**src/rtl/pidc_pkg.sv**
```systemverilog
// pidc_pkg: shared widths, codes, control word layout and microcode ROM
// for the clamped PID controller. No dependencies; used by pidc_seq and
// pid_controller_clamped.
package pidc_pkg;

    // Data formats
    localparam int DATA_W    = 32;              // signed Q16.16 values
    localparam int FRAC_W    = 16;
    localparam int SUM_W     = 48;              // error sum
    localparam int DT_W      = 32;              // unsigned Q8.24 seconds
    localparam int DT_FRAC_W = 24;
    localparam int CAP_W     = DATA_W - 1;
    localparam int ERR_W     = DATA_W + 1;
    localparam int DELTA_W   = DATA_W + 2;
    localparam int IDX_W     = 3;
    localparam int EN_W      = 3;
    localparam int OLIM_W    = 2;

    // Datapath sizes
    localparam int MA_W      = 34;              // multiplier A operand
    localparam int MB_W      = 32;              // multiplier B operand
    localparam int PROD_W    = MA_W + MB_W;
    localparam int CHUNK_W   = 32;              // partial product step
    localparam int PT_W      = 79;              // |ki| * |sum|
    localparam int ACC_W     = 111;             // |ki| * |sum| * dt
    localparam int TERM_W    = 63;
    localparam int TERM_CAP_LOG = 61;
    localparam int DRV_ACC_W = 64;
    localparam int DIV_PRE   = DT_FRAC_W - FRAC_W;
    localparam int DIV_N     = 73;              // quotient bits of the D term
    localparam int CNT_W     = 7;
    localparam int PC_W      = 5;

    localparam logic [CNT_W-1:0] DIV_LAST = CNT_W'(DIV_N - 1);
    localparam logic [ACC_W-1:0] TERM_CAP = ACC_W'(1) << TERM_CAP_LOG;
    localparam logic [SUM_W-1:0] SUM_MAX  = {1'b0, {(SUM_W-1){1'b1}}};
    localparam logic [SUM_W-1:0] SUM_MIN  = {1'b1, {(SUM_W-1){1'b0}}};
    localparam logic [DATA_W-1:0] DRV_MAX = {1'b0, {(DATA_W-1){1'b1}}};
    localparam logic [DATA_W-1:0] DRV_MIN = {1'b1, {(DATA_W-1){1'b0}}};

    // Input function codes
    localparam logic [1:0] FUNC_SET  = 2'd0;
    localparam logic [1:0] FUNC_FB   = 2'd1;
    localparam logic [1:0] FUNC_TICK = 2'd2;

    // Configuration register indexes
    localparam logic [IDX_W-1:0] REG_KP  = 3'd0;
    localparam logic [IDX_W-1:0] REG_KI  = 3'd1;
    localparam logic [IDX_W-1:0] REG_KD  = 3'd2;
    localparam logic [IDX_W-1:0] REG_CAP = 3'd3;
    localparam logic [IDX_W-1:0] REG_MAX = 3'd4;
    localparam logic [IDX_W-1:0] REG_MIN = 3'd5;
    localparam logic [IDX_W-1:0] REG_EN  = 3'd6;

    // limit_enables bits
    localparam int EN_CAP = 0;
    localparam int EN_MAX = 1;
    localparam int EN_MIN = 2;

    // output_limited codes
    localparam logic [OLIM_W-1:0] OLIM_NONE = 2'd0;
    localparam logic [OLIM_W-1:0] OLIM_MAX  = 2'd1;
    localparam logic [OLIM_W-1:0] OLIM_MIN  = 2'd2;

    typedef enum logic [3:0] {
        OP_NONE, OP_ERR, OP_SUM, OP_CAP, OP_LATCH, OP_TERM, OP_ADDT, OP_SAT, OP_LIM
    } op_t;

    typedef enum logic [2:0] {
        AS_ERR, AS_DELTA, AS_SUM_LO, AS_SUM_HI, AS_P0, AS_P1, AS_P2
    } asel_t;

    typedef enum logic [1:0] {BS_KP, BS_KI, BS_KD, BS_DT} bsel_t;

    typedef enum logic [2:0] {ACC_NONE, ACC_LOAD, ACC_ADD, ACC_SHL, ACC_DIV} acc_op_t;

    typedef enum logic [1:0] {SH0, SH32, SH64} acc_sh_t;

    typedef enum logic [1:0] {TK_P, TK_I, TK_D} term_t;

    typedef enum logic [1:0] {JC_NONE, JC_CNT, JC_DT0, JC_END} jc_t;

    typedef struct packed {
        op_t              op;
        logic             ld;
        asel_t            asel;
        bsel_t            bsel;
        logic             mul;
        acc_op_t          acc_op;
        acc_sh_t          acc_sh;
        term_t            tk;
        jc_t              jc;
        logic [PC_W-1:0]  jt;
        logic             cnt_ld;
    } ctrl_t;

    typedef struct packed {
        logic dt_zero;
        logic hold;
    } seq_cond_t;

    localparam logic [PC_W-1:0] PC_DIV = PC_W'(19);
    localparam logic [PC_W-1:0] PC_SAT = PC_W'(22);

    localparam ctrl_t CW_NOP = '{
        op: OP_NONE, ld: 1'b0, asel: AS_ERR, bsel: BS_KP, mul: 1'b0,
        acc_op: ACC_NONE, acc_sh: SH0, tk: TK_P, jc: JC_NONE,
        jt: '0, cnt_ld: 1'b0
    };

    function automatic logic [SUM_W-1:0] mag_of(input logic [SUM_W-1:0] v);
        logic [SUM_W-1:0] r;
        r = v[SUM_W-1] ? (~v) + SUM_W'(1) : v;
        return r;
    endfunction

    // Tick program: error and sum, P term, I term (two multiply passes),
    // D term (multiply and bit-serial divide), saturate, limit.
    function automatic ctrl_t rom_word(input logic [PC_W-1:0] pc);
        ctrl_t w;
        w = CW_NOP;
        case (pc)
            5'd0: w.op = OP_ERR;
            5'd1: w.op = OP_SUM;
            5'd2: w.op = OP_CAP;
            5'd3: begin
                w.ld = 1'b1; w.asel = AS_ERR; w.bsel = BS_KP;
            end
            5'd4: begin
                w.mul = 1'b1;
                w.ld = 1'b1; w.asel = AS_SUM_LO; w.bsel = BS_KI;
            end
            5'd5: begin
                w.acc_op = ACC_LOAD; w.acc_sh = SH0; w.mul = 1'b1;
                w.ld = 1'b1; w.asel = AS_SUM_HI; w.bsel = BS_KI;
            end
            5'd6: begin
                w.op = OP_TERM; w.tk = TK_P;
                w.acc_op = ACC_LOAD; w.acc_sh = SH0; w.mul = 1'b1;
            end
            5'd7: begin
                w.op = OP_ADDT; w.acc_op = ACC_ADD; w.acc_sh = SH32;
            end
            5'd8: w.op = OP_LATCH;
            5'd9: begin
                w.ld = 1'b1; w.asel = AS_P0; w.bsel = BS_DT;
            end
            5'd10: begin
                w.mul = 1'b1;
                w.ld = 1'b1; w.asel = AS_P1; w.bsel = BS_DT;
            end
            5'd11: begin
                w.acc_op = ACC_LOAD; w.acc_sh = SH0; w.mul = 1'b1;
                w.ld = 1'b1; w.asel = AS_P2; w.bsel = BS_DT;
            end
            5'd12: begin
                w.acc_op = ACC_ADD; w.acc_sh = SH32; w.mul = 1'b1;
            end
            5'd13: begin
                w.acc_op = ACC_ADD; w.acc_sh = SH64;
            end
            5'd14: begin
                w.op = OP_TERM; w.tk = TK_I;
            end
            5'd15: begin
                w.op = OP_ADDT;
                w.ld = 1'b1; w.asel = AS_DELTA; w.bsel = BS_KD;
                w.jc = JC_DT0; w.jt = PC_SAT;
            end
            5'd16: w.mul = 1'b1;
            5'd17: begin
                w.acc_op = ACC_LOAD; w.acc_sh = SH0;
            end
            5'd18: begin
                w.acc_op = ACC_SHL; w.cnt_ld = 1'b1;
            end
            5'd19: begin
                w.acc_op = ACC_DIV; w.jc = JC_CNT; w.jt = PC_DIV;
            end
            5'd20: begin
                w.op = OP_TERM; w.tk = TK_D;
            end
            5'd21: w.op = OP_ADDT;
            5'd22: w.op = OP_SAT;
            5'd23: begin
                w.op = OP_LIM; w.jc = JC_END;
            end
            default: w.jc = JC_END;
        endcase
        return w;
    endfunction

endpackage

```
**src/rtl/pidc_seq.sv**
```systemverilog
// pidc_seq: microcode sequencer with step counter, loop counter and
// conditional jumps. Depends on pidc_pkg for the control word and ROM.
module pidc_seq (
    input  logic                aclk,
    input  logic                aresetn,
    input  logic                start,
    input  pidc_pkg::seq_cond_t cond,
    output logic                active,
    output pidc_pkg::ctrl_t     cw
);

    logic                         active_reg, active_next;
    logic [pidc_pkg::PC_W-1:0]    pc_reg, pc_next;
    logic [pidc_pkg::CNT_W-1:0]   cnt_reg, cnt_next;

    assign cw     = pidc_pkg::rom_word(pc_reg);
    assign active = active_reg;

    always_comb begin
        active_next = active_reg;
        pc_next     = pc_reg;
        cnt_next    = cnt_reg;
        if (!active_reg) begin
            if (start) begin
                active_next = 1'b1;
                pc_next     = '0;
            end
        end else if (!cond.hold) begin
            pc_next = pc_reg + pidc_pkg::PC_W'(1);
            if (cw.cnt_ld) begin
                cnt_next = pidc_pkg::DIV_LAST;
            end
            case (cw.jc)
                pidc_pkg::JC_CNT: begin
                    cnt_next = cnt_reg - pidc_pkg::CNT_W'(1);
                    if (cnt_reg != '0) begin
                        pc_next = cw.jt;
                    end
                end
                pidc_pkg::JC_DT0: begin
                    if (cond.dt_zero) begin
                        pc_next = cw.jt;
                    end
                end
                pidc_pkg::JC_END: begin
                    active_next = 1'b0;
                    pc_next     = '0;
                end
                default: ;
            endcase
        end
    end

    always_ff @(posedge aclk) begin
        if (!aresetn) begin
            active_reg <= 1'b0;
            pc_reg     <= '0;
            cnt_reg    <= '0;
        end else begin
            active_reg <= active_next;
            pc_reg     <= pc_next;
            cnt_reg    <= cnt_next;
        end
    end

endmodule

```
**config.mk**
```make
export PLATFORM = sky130hd
export DESIGN_NAME = pidc_seq
export DESIGN_NICKNAME = d
export VERILOG_FILES = /design/src/rtl/pidc_pkg.sv /design/src/rtl/pidc_seq.sv
export SDC_FILE = /design/constraint.sdc
export NUM_CORES = 1
export LEC_CHECK = 0
export BUFFER_PORTS_ARGS = -buffer_cell sky130_fd_sc_hd__buf_2
export CAP_MARGIN = 5
export CORE_UTILIZATION = 30
export CTS_BUF_LIST = sky130_fd_sc_hd__clkbuf_8
export DETAILED_ROUTE_END_ITERATION = 8
export GPL_ROUTABILITY_DRIVEN = 0
export PLACE_DENSITY = 0.56
export SLEW_MARGIN = 20
export SYNTH_ARGS = -nofsm -noshare
export SYNTH_HDL_FRONTEND = slang
export SYNTH_SLANG_ARGS = --single-unit
export TNS_END_PERCENT = 10
```
**constraint.sdc**
```tcl
create_clock -name aclk -period 4.94 [get_ports aclk]
set_clock_uncertainty 0.2 [all_clocks]
set_input_delay 0.988 -clock aclk [delete_from_list [all_inputs] [get_ports aclk]]
set_output_delay 0.988 -clock aclk [all_outputs]
set_load 0.1 [all_outputs]
```
==> impl_results.html <==
<table>
<tr><th>Metric</th><th>Value</th></tr>
<tr><th colspan="2">Die</th></tr>
<tr><td>Cell row count</td><td>24</td></tr>
<tr><td>Top-level I/O count</td><td>32</td></tr>
<tr><td>Die Area</td><td>around 5000 um^2</td></tr>
<tr><td>Area inside the core boundary</td><td>4440 um^2</td></tr>
<tr><td>Starting density of the core</td><td>31.8%</td></tr>
<tr><td>Die span in y</td><td>slightly above 70 um</td></tr>
<tr><td>Die X</td><td>approximately 71 um</td></tr>
<tr><th colspan="2">Synthesis</th></tr>
<tr><td>Most used flip-flop cell after synthesis</td><td>sky130_fd_sc_hd__dfxtp_1</td></tr>
<tr><td>Library cells used by synthesis</td><td>58</td></tr>
<tr><td>Share of async-settable or async-resettable flops after synthesis</td><td>0%</td></tr>
<tr><td>Syn Inst Count</td><td>201</td></tr>
<tr><td>Synthesized area</td><td>about 1400 um^2</td></tr>
<tr><td>Post-synthesis sequential element count</td><td>13</td></tr>
<tr><td>Post-synthesis net count</td><td>around 210</td></tr>
<tr><td>Mapped Avg Cell Area</td><td>~7 um^2</td></tr>
<tr><td>Number of warnings reported in the yosys synthesis log</td><td>0</td></tr>
<tr><td>Sequential cell area fraction in the yosys report</td><td>a little under a fifth</td></tr>
<tr><td>Number of enable flip-flop cells after synthesis</td><td>0</td></tr>
<tr><th colspan="2">Worst setup path</th></tr>
<tr><td>Worst R2R Path Depth</td><td>7</td></tr>
<tr><td>CP peak stage delay</td><td>0.88 ns</td></tr>
<tr><td>Critical Path, Cell by Cell</td><td>inv_1, ha_1, inv_1, a21o_1, buf_2</td></tr>
<tr><td>Cell type of the slowest stage on the worst timing path</td><td>sky130_fd_sc_hd__dfxtp_1</td></tr>
<tr><td>Required time reported for the critical path endpoint</td><td>roughly 3.8 ns</td></tr>
<tr><td>Critical-path maximum fanout</td><td>25</td></tr>
<tr><td>CP Launch Type</td><td>flop</td></tr>
<tr><td>Crit end category</td><td>output pin</td></tr>
<tr><td>Reg-to-reg critical path startpoint</td><td>pc_reg[3]</td></tr>
<tr><td>Terminus of the critical flop-to-flop path</td><td>pc_reg[4]</td></tr>
<tr><td>Worst path most repeated cell</td><td>sky130_fd_sc_hd__inv_1</td></tr>
<tr><td>Category of the most critical setup path</td><td>flop to output pin</td></tr>
<tr><td>Setup slack on the worst flop-to-flop path</td><td>2.05 ns</td></tr>
<tr><td>Crit path arrival time</td><td>2.79 ns</td></tr>
<tr><th colspan="2">CTS</th></tr>
<tr><td>Number of levels the H-tree was split into</td><td>1</td></tr>
<tr><td>Insertion delay of the later-clocked pin in the worst-skew pair</td><td>~0.25 ns</td></tr>
<tr><td>Clock transition time at the flip-flop clock pins of the worst setup and hold paths</td><td>~0.060 ns</td></tr>
<tr><td>Root buffer cell</td><td>sky130_fd_sc_hd__clkbuf_8</td></tr>
<tr><td>Number of sinks on the clock net</td><td>13</td></tr>
<tr><td>Post-CTS Setup Bufs</td><td>0</td></tr>
<tr><td>Cts bufs inserted</td><td>3</td></tr>
<tr><td>CTS Hold Buffers Added</td><td>0</td></tr>
<tr><td>Post-cts sizing count</td><td>0</td></tr>
<tr><td>CTS tree</td><td>yes</td></tr>
<tr><td>Worst-case clock buffer depth</td><td>2</td></tr>
<tr><th colspan="2">Layout</th></tr>
<tr><td>Number of flip-flops in the largest register</td><td>7</td></tr>
<tr><td>Diode count</td><td>0</td></tr>
<tr><td>Synth-to-layout area growth</td><td>13.6%</td></tr>
<tr><td>Non-filler instance count after layout</td><td>274</td></tr>
<tr><td>Ratio of cells with drive above 1 in the final layout</td><td>about a fifth</td></tr>
<tr><td>Final Core Density</td><td>36.1%</td></tr>
<tr><td>Number of nets in the finished design</td><td>234</td></tr>
<tr><th colspan="2">Drt</th></tr>
<tr><td>Average vias per placed instance</td><td>about 5.6</td></tr>
<tr><td>1st-iter DRT viols</td><td>93</td></tr>
<tr><td>Average detailed-routed wire length per instance</td><td>between 10 and 15 um</td></tr>
<tr><td>TritonRoute pass-1 iters</td><td>7</td></tr>
<tr><td>Residual antenna-violating net count after detailed routing</td><td>0</td></tr>
<tr><td>Post-detailed-route DRC marker count</td><td>6</td></tr>
<tr><td>Total wirelength of the detailed-routed design</td><td>around 3.9 mm</td></tr>
<tr><td>Vias</td><td>around 1.5k</td></tr>
<tr><th colspan="2">Timing</th></tr>
<tr><td>Setup total negative slack</td><td>0 ns</td></tr>
<tr><td>Slew Limit Fails</td><td>0</td></tr>
<tr><td>Final Hold Viols</td><td>0</td></tr>
<tr><td>Minimum period implied by the final worst setup slack</td><td>~4 ns</td></tr>
<tr><td>Worst slew margin</td><td>approximately 43%</td></tr>
<tr><td>Final setup fails</td><td>0</td></tr>
<tr><td>Post-route worst hold slack</td><td>0.323 ns</td></tr>
<tr><td>Least-Margin Pin Slew</td><td>between 0.8 and 0.9 ns</td></tr>
<tr><td>Portion of the clock cycle consumed by the worst path in the final layout</td><td>approximately four fifths</td></tr>
<tr><td>Max Freq</td><td>between 200 and 300 MHz</td></tr>
<tr><td>RSZ-0062 raised after global routing</td><td>no</td></tr>
<tr><th colspan="2">Power and ir drop</th></tr>
<tr><td>Power per Cell Area</td><td>approximately 160 nW/um^2</td></tr>
<tr><td>IR drop worst, VDD</td><td>around 0.07 mV</td></tr>
<tr><td>Static leakage power</td><td>0.719 nW</td></tr>
<tr><th colspan="2">Place</th></tr>
<tr><td>Dpl hpwl</td><td>2.80 mm</td></tr>
<tr><td>IO Port Bufs</td><td>30</td></tr>
<tr><td>DP Cell Count</td><td>270</td></tr>
<tr><th colspan="2">Global route</th></tr>
<tr><td>Number of antenna violations at the first check in global routing</td><td>0</td></tr>
<tr><td>Number of global-route vias before repair</td><td>~1.3k</td></tr>
<tr><td>Maximum number of pins on one net before global-route repair</td><td>26</td></tr>
<tr><td>Total track usage</td><td>~16%</td></tr>
<tr><td>First-pass GRT wire length</td><td>around 6.5 mm</td></tr>
<tr><td>Total global routing overflow</td><td>0</td></tr>
<tr><th colspan="2">Min path</th></tr>
<tr><td>Worst hold path class</td><td>flop to flop</td></tr>
<tr><td>Min-Delay Endpoint</td><td>cnt_reg[1]</td></tr>
<tr><td>Worst hold path cell count</td><td>2</td></tr>
<tr><td>Startpoint of the worst hold path</td><td>cnt_reg[1]</td></tr>
<tr><th colspan="2">Run status</th></tr>
<tr><td>Violated checks</td><td>design-rule violations</td></tr>
<tr><td>Outcome</td><td>complete, but fails checks</td></tr>
<tr><th colspan="2">Run</th></tr>
<tr><td>Number of violations of the max-capacitance limit</td><td>0</td></tr>
</table>
-- cells in the final DEF (no fill, tap or decap), types with 4 or more instances in the layout --
cell type and count:
sky130_fd_sc_hd__a21oi_1 15, sky130_fd_sc_hd__nor3_1 9, sky130_fd_sc_hd__buf_2 30, sky130_fd_sc_hd__dfxtp_1 13
sky130_fd_sc_hd__nand2_1 14, sky130_fd_sc_hd__and2_1 4, sky130_fd_sc_hd__o21ai_0 11, sky130_fd_sc_hd__nor2_1 22
sky130_fd_sc_hd__o211ai_1 4, sky130_fd_sc_hd__nand2b_1 9, sky130_fd_sc_hd__nand3_1 4, sky130_fd_sc_hd__ha_1 6
sky130_fd_sc_hd__inv_1 16
-- critical path, delay by kind of cell, from the launching register on --
family / cells / cell delay, ns
flip-flops: 1 / 0.88
AO/OA/AOI/OAI: 1 / 0.16
adder cells (fa/ha/maj): 1 / 0.47
buffers and inverters: 3 / 1.01
-- how the worst max path moves through the flow --
stage	from	to	slack, ns	cells past startpoint
after floorplan	pc_reg[0]	cw[13]	0.1	5
after global placement	pc_reg[0]	cw[7]	1.27	8
after detailed placement	pc_reg[4]	cw[6]	1.24	5
after CTS	pc_reg[4]	cw[6]	0.97	5
after global routing	pc_reg[4]	cw[6]	0.74	5
final	pc_reg[4]	cw[6]	0.96	5
-- synth_stat cells, types with 4 or more instances --
cell	instances	area (um^2)
sky130_fd_sc_hd__clkbuf_1	6	22.5
sky130_fd_sc_hd__a21oi_1	15	75.1
sky130_fd_sc_hd__and2_1	4	25.0
sky130_fd_sc_hd__ha_1	6	75.1
sky130_fd_sc_hd__inv_1	15	56.3
sky130_fd_sc_hd__o21ai_0	11	55.1
sky130_fd_sc_hd__o211ai_1	4	30.0
sky130_fd_sc_hd__nand2_1	14	52.6
sky130_fd_sc_hd__nand3_1	4	20.0
sky130_fd_sc_hd__dfxtp_1	13	260
sky130_fd_sc_hd__nand2b_1	9	56.3
sky130_fd_sc_hd__nor3_1	9	45.0
sky130_fd_sc_hd__nor2_1	22	82.6
-- cell type report --
| cell class | count | area [um^2] |
|---|---|---|
| fill | 477 | 2840 |
| multi-input combinational | 158 | 1020 |
| sequential | 13 | 260 |
| timing repair buffer | 31 | 158 |
| tap | 52 | 65.1 |
| inverter | 16 | 60.1 |
| clock buffer | 3 | 41.3 |
| clock inverter | 1 | 3.75 |
-- cells by family (layout without fill, tap and decap cells) --
kind of cell,Yosys count,after routing,synth area share [%]
adders and majority gates,6,6,5.31
and+or+nand+nor,83,83,32.2
other,1,1,0.265
buffers and inverters,30,51,9.65
AOI/OAI and AO/OA,64,64,31.3
muxes,3,3,2.21
DFF,13,13,18.4
xor gates and xnor gates,1,1,0.620
-- power by group --
group	total, mW	internal [mW]	switching (mW)
Sequential	0.108	0.106	0.00153
Combinational	0.0554	0.0118	0.0436
Clock	0.0999	0.0552	0.0447
-- metrics by stage --
stage	area [um^2]	setup slack (ns)	power [mW]
finish	1600	0.963	0.263
global route	1600	0.737	0.273
CTS	1600	0.969	0.264
detailed placement	1560	1.24	0.165
global placement	1560	1.27	0.166
floorplan	1410	0.0975	0.155
-- per-layer routing --
layer / up-vias / part of all wire, % / GRT usage [%]
li1: 774 / - / -
met1: 682 / 49 / 22.4
met2: 59 / 43 / 25.4
met3: 7 / 5.9 / 0.997
met4: 0 / 1.8 / 6.67
met5: - / 0 / 0
Power figures use the tool's default switching activity.
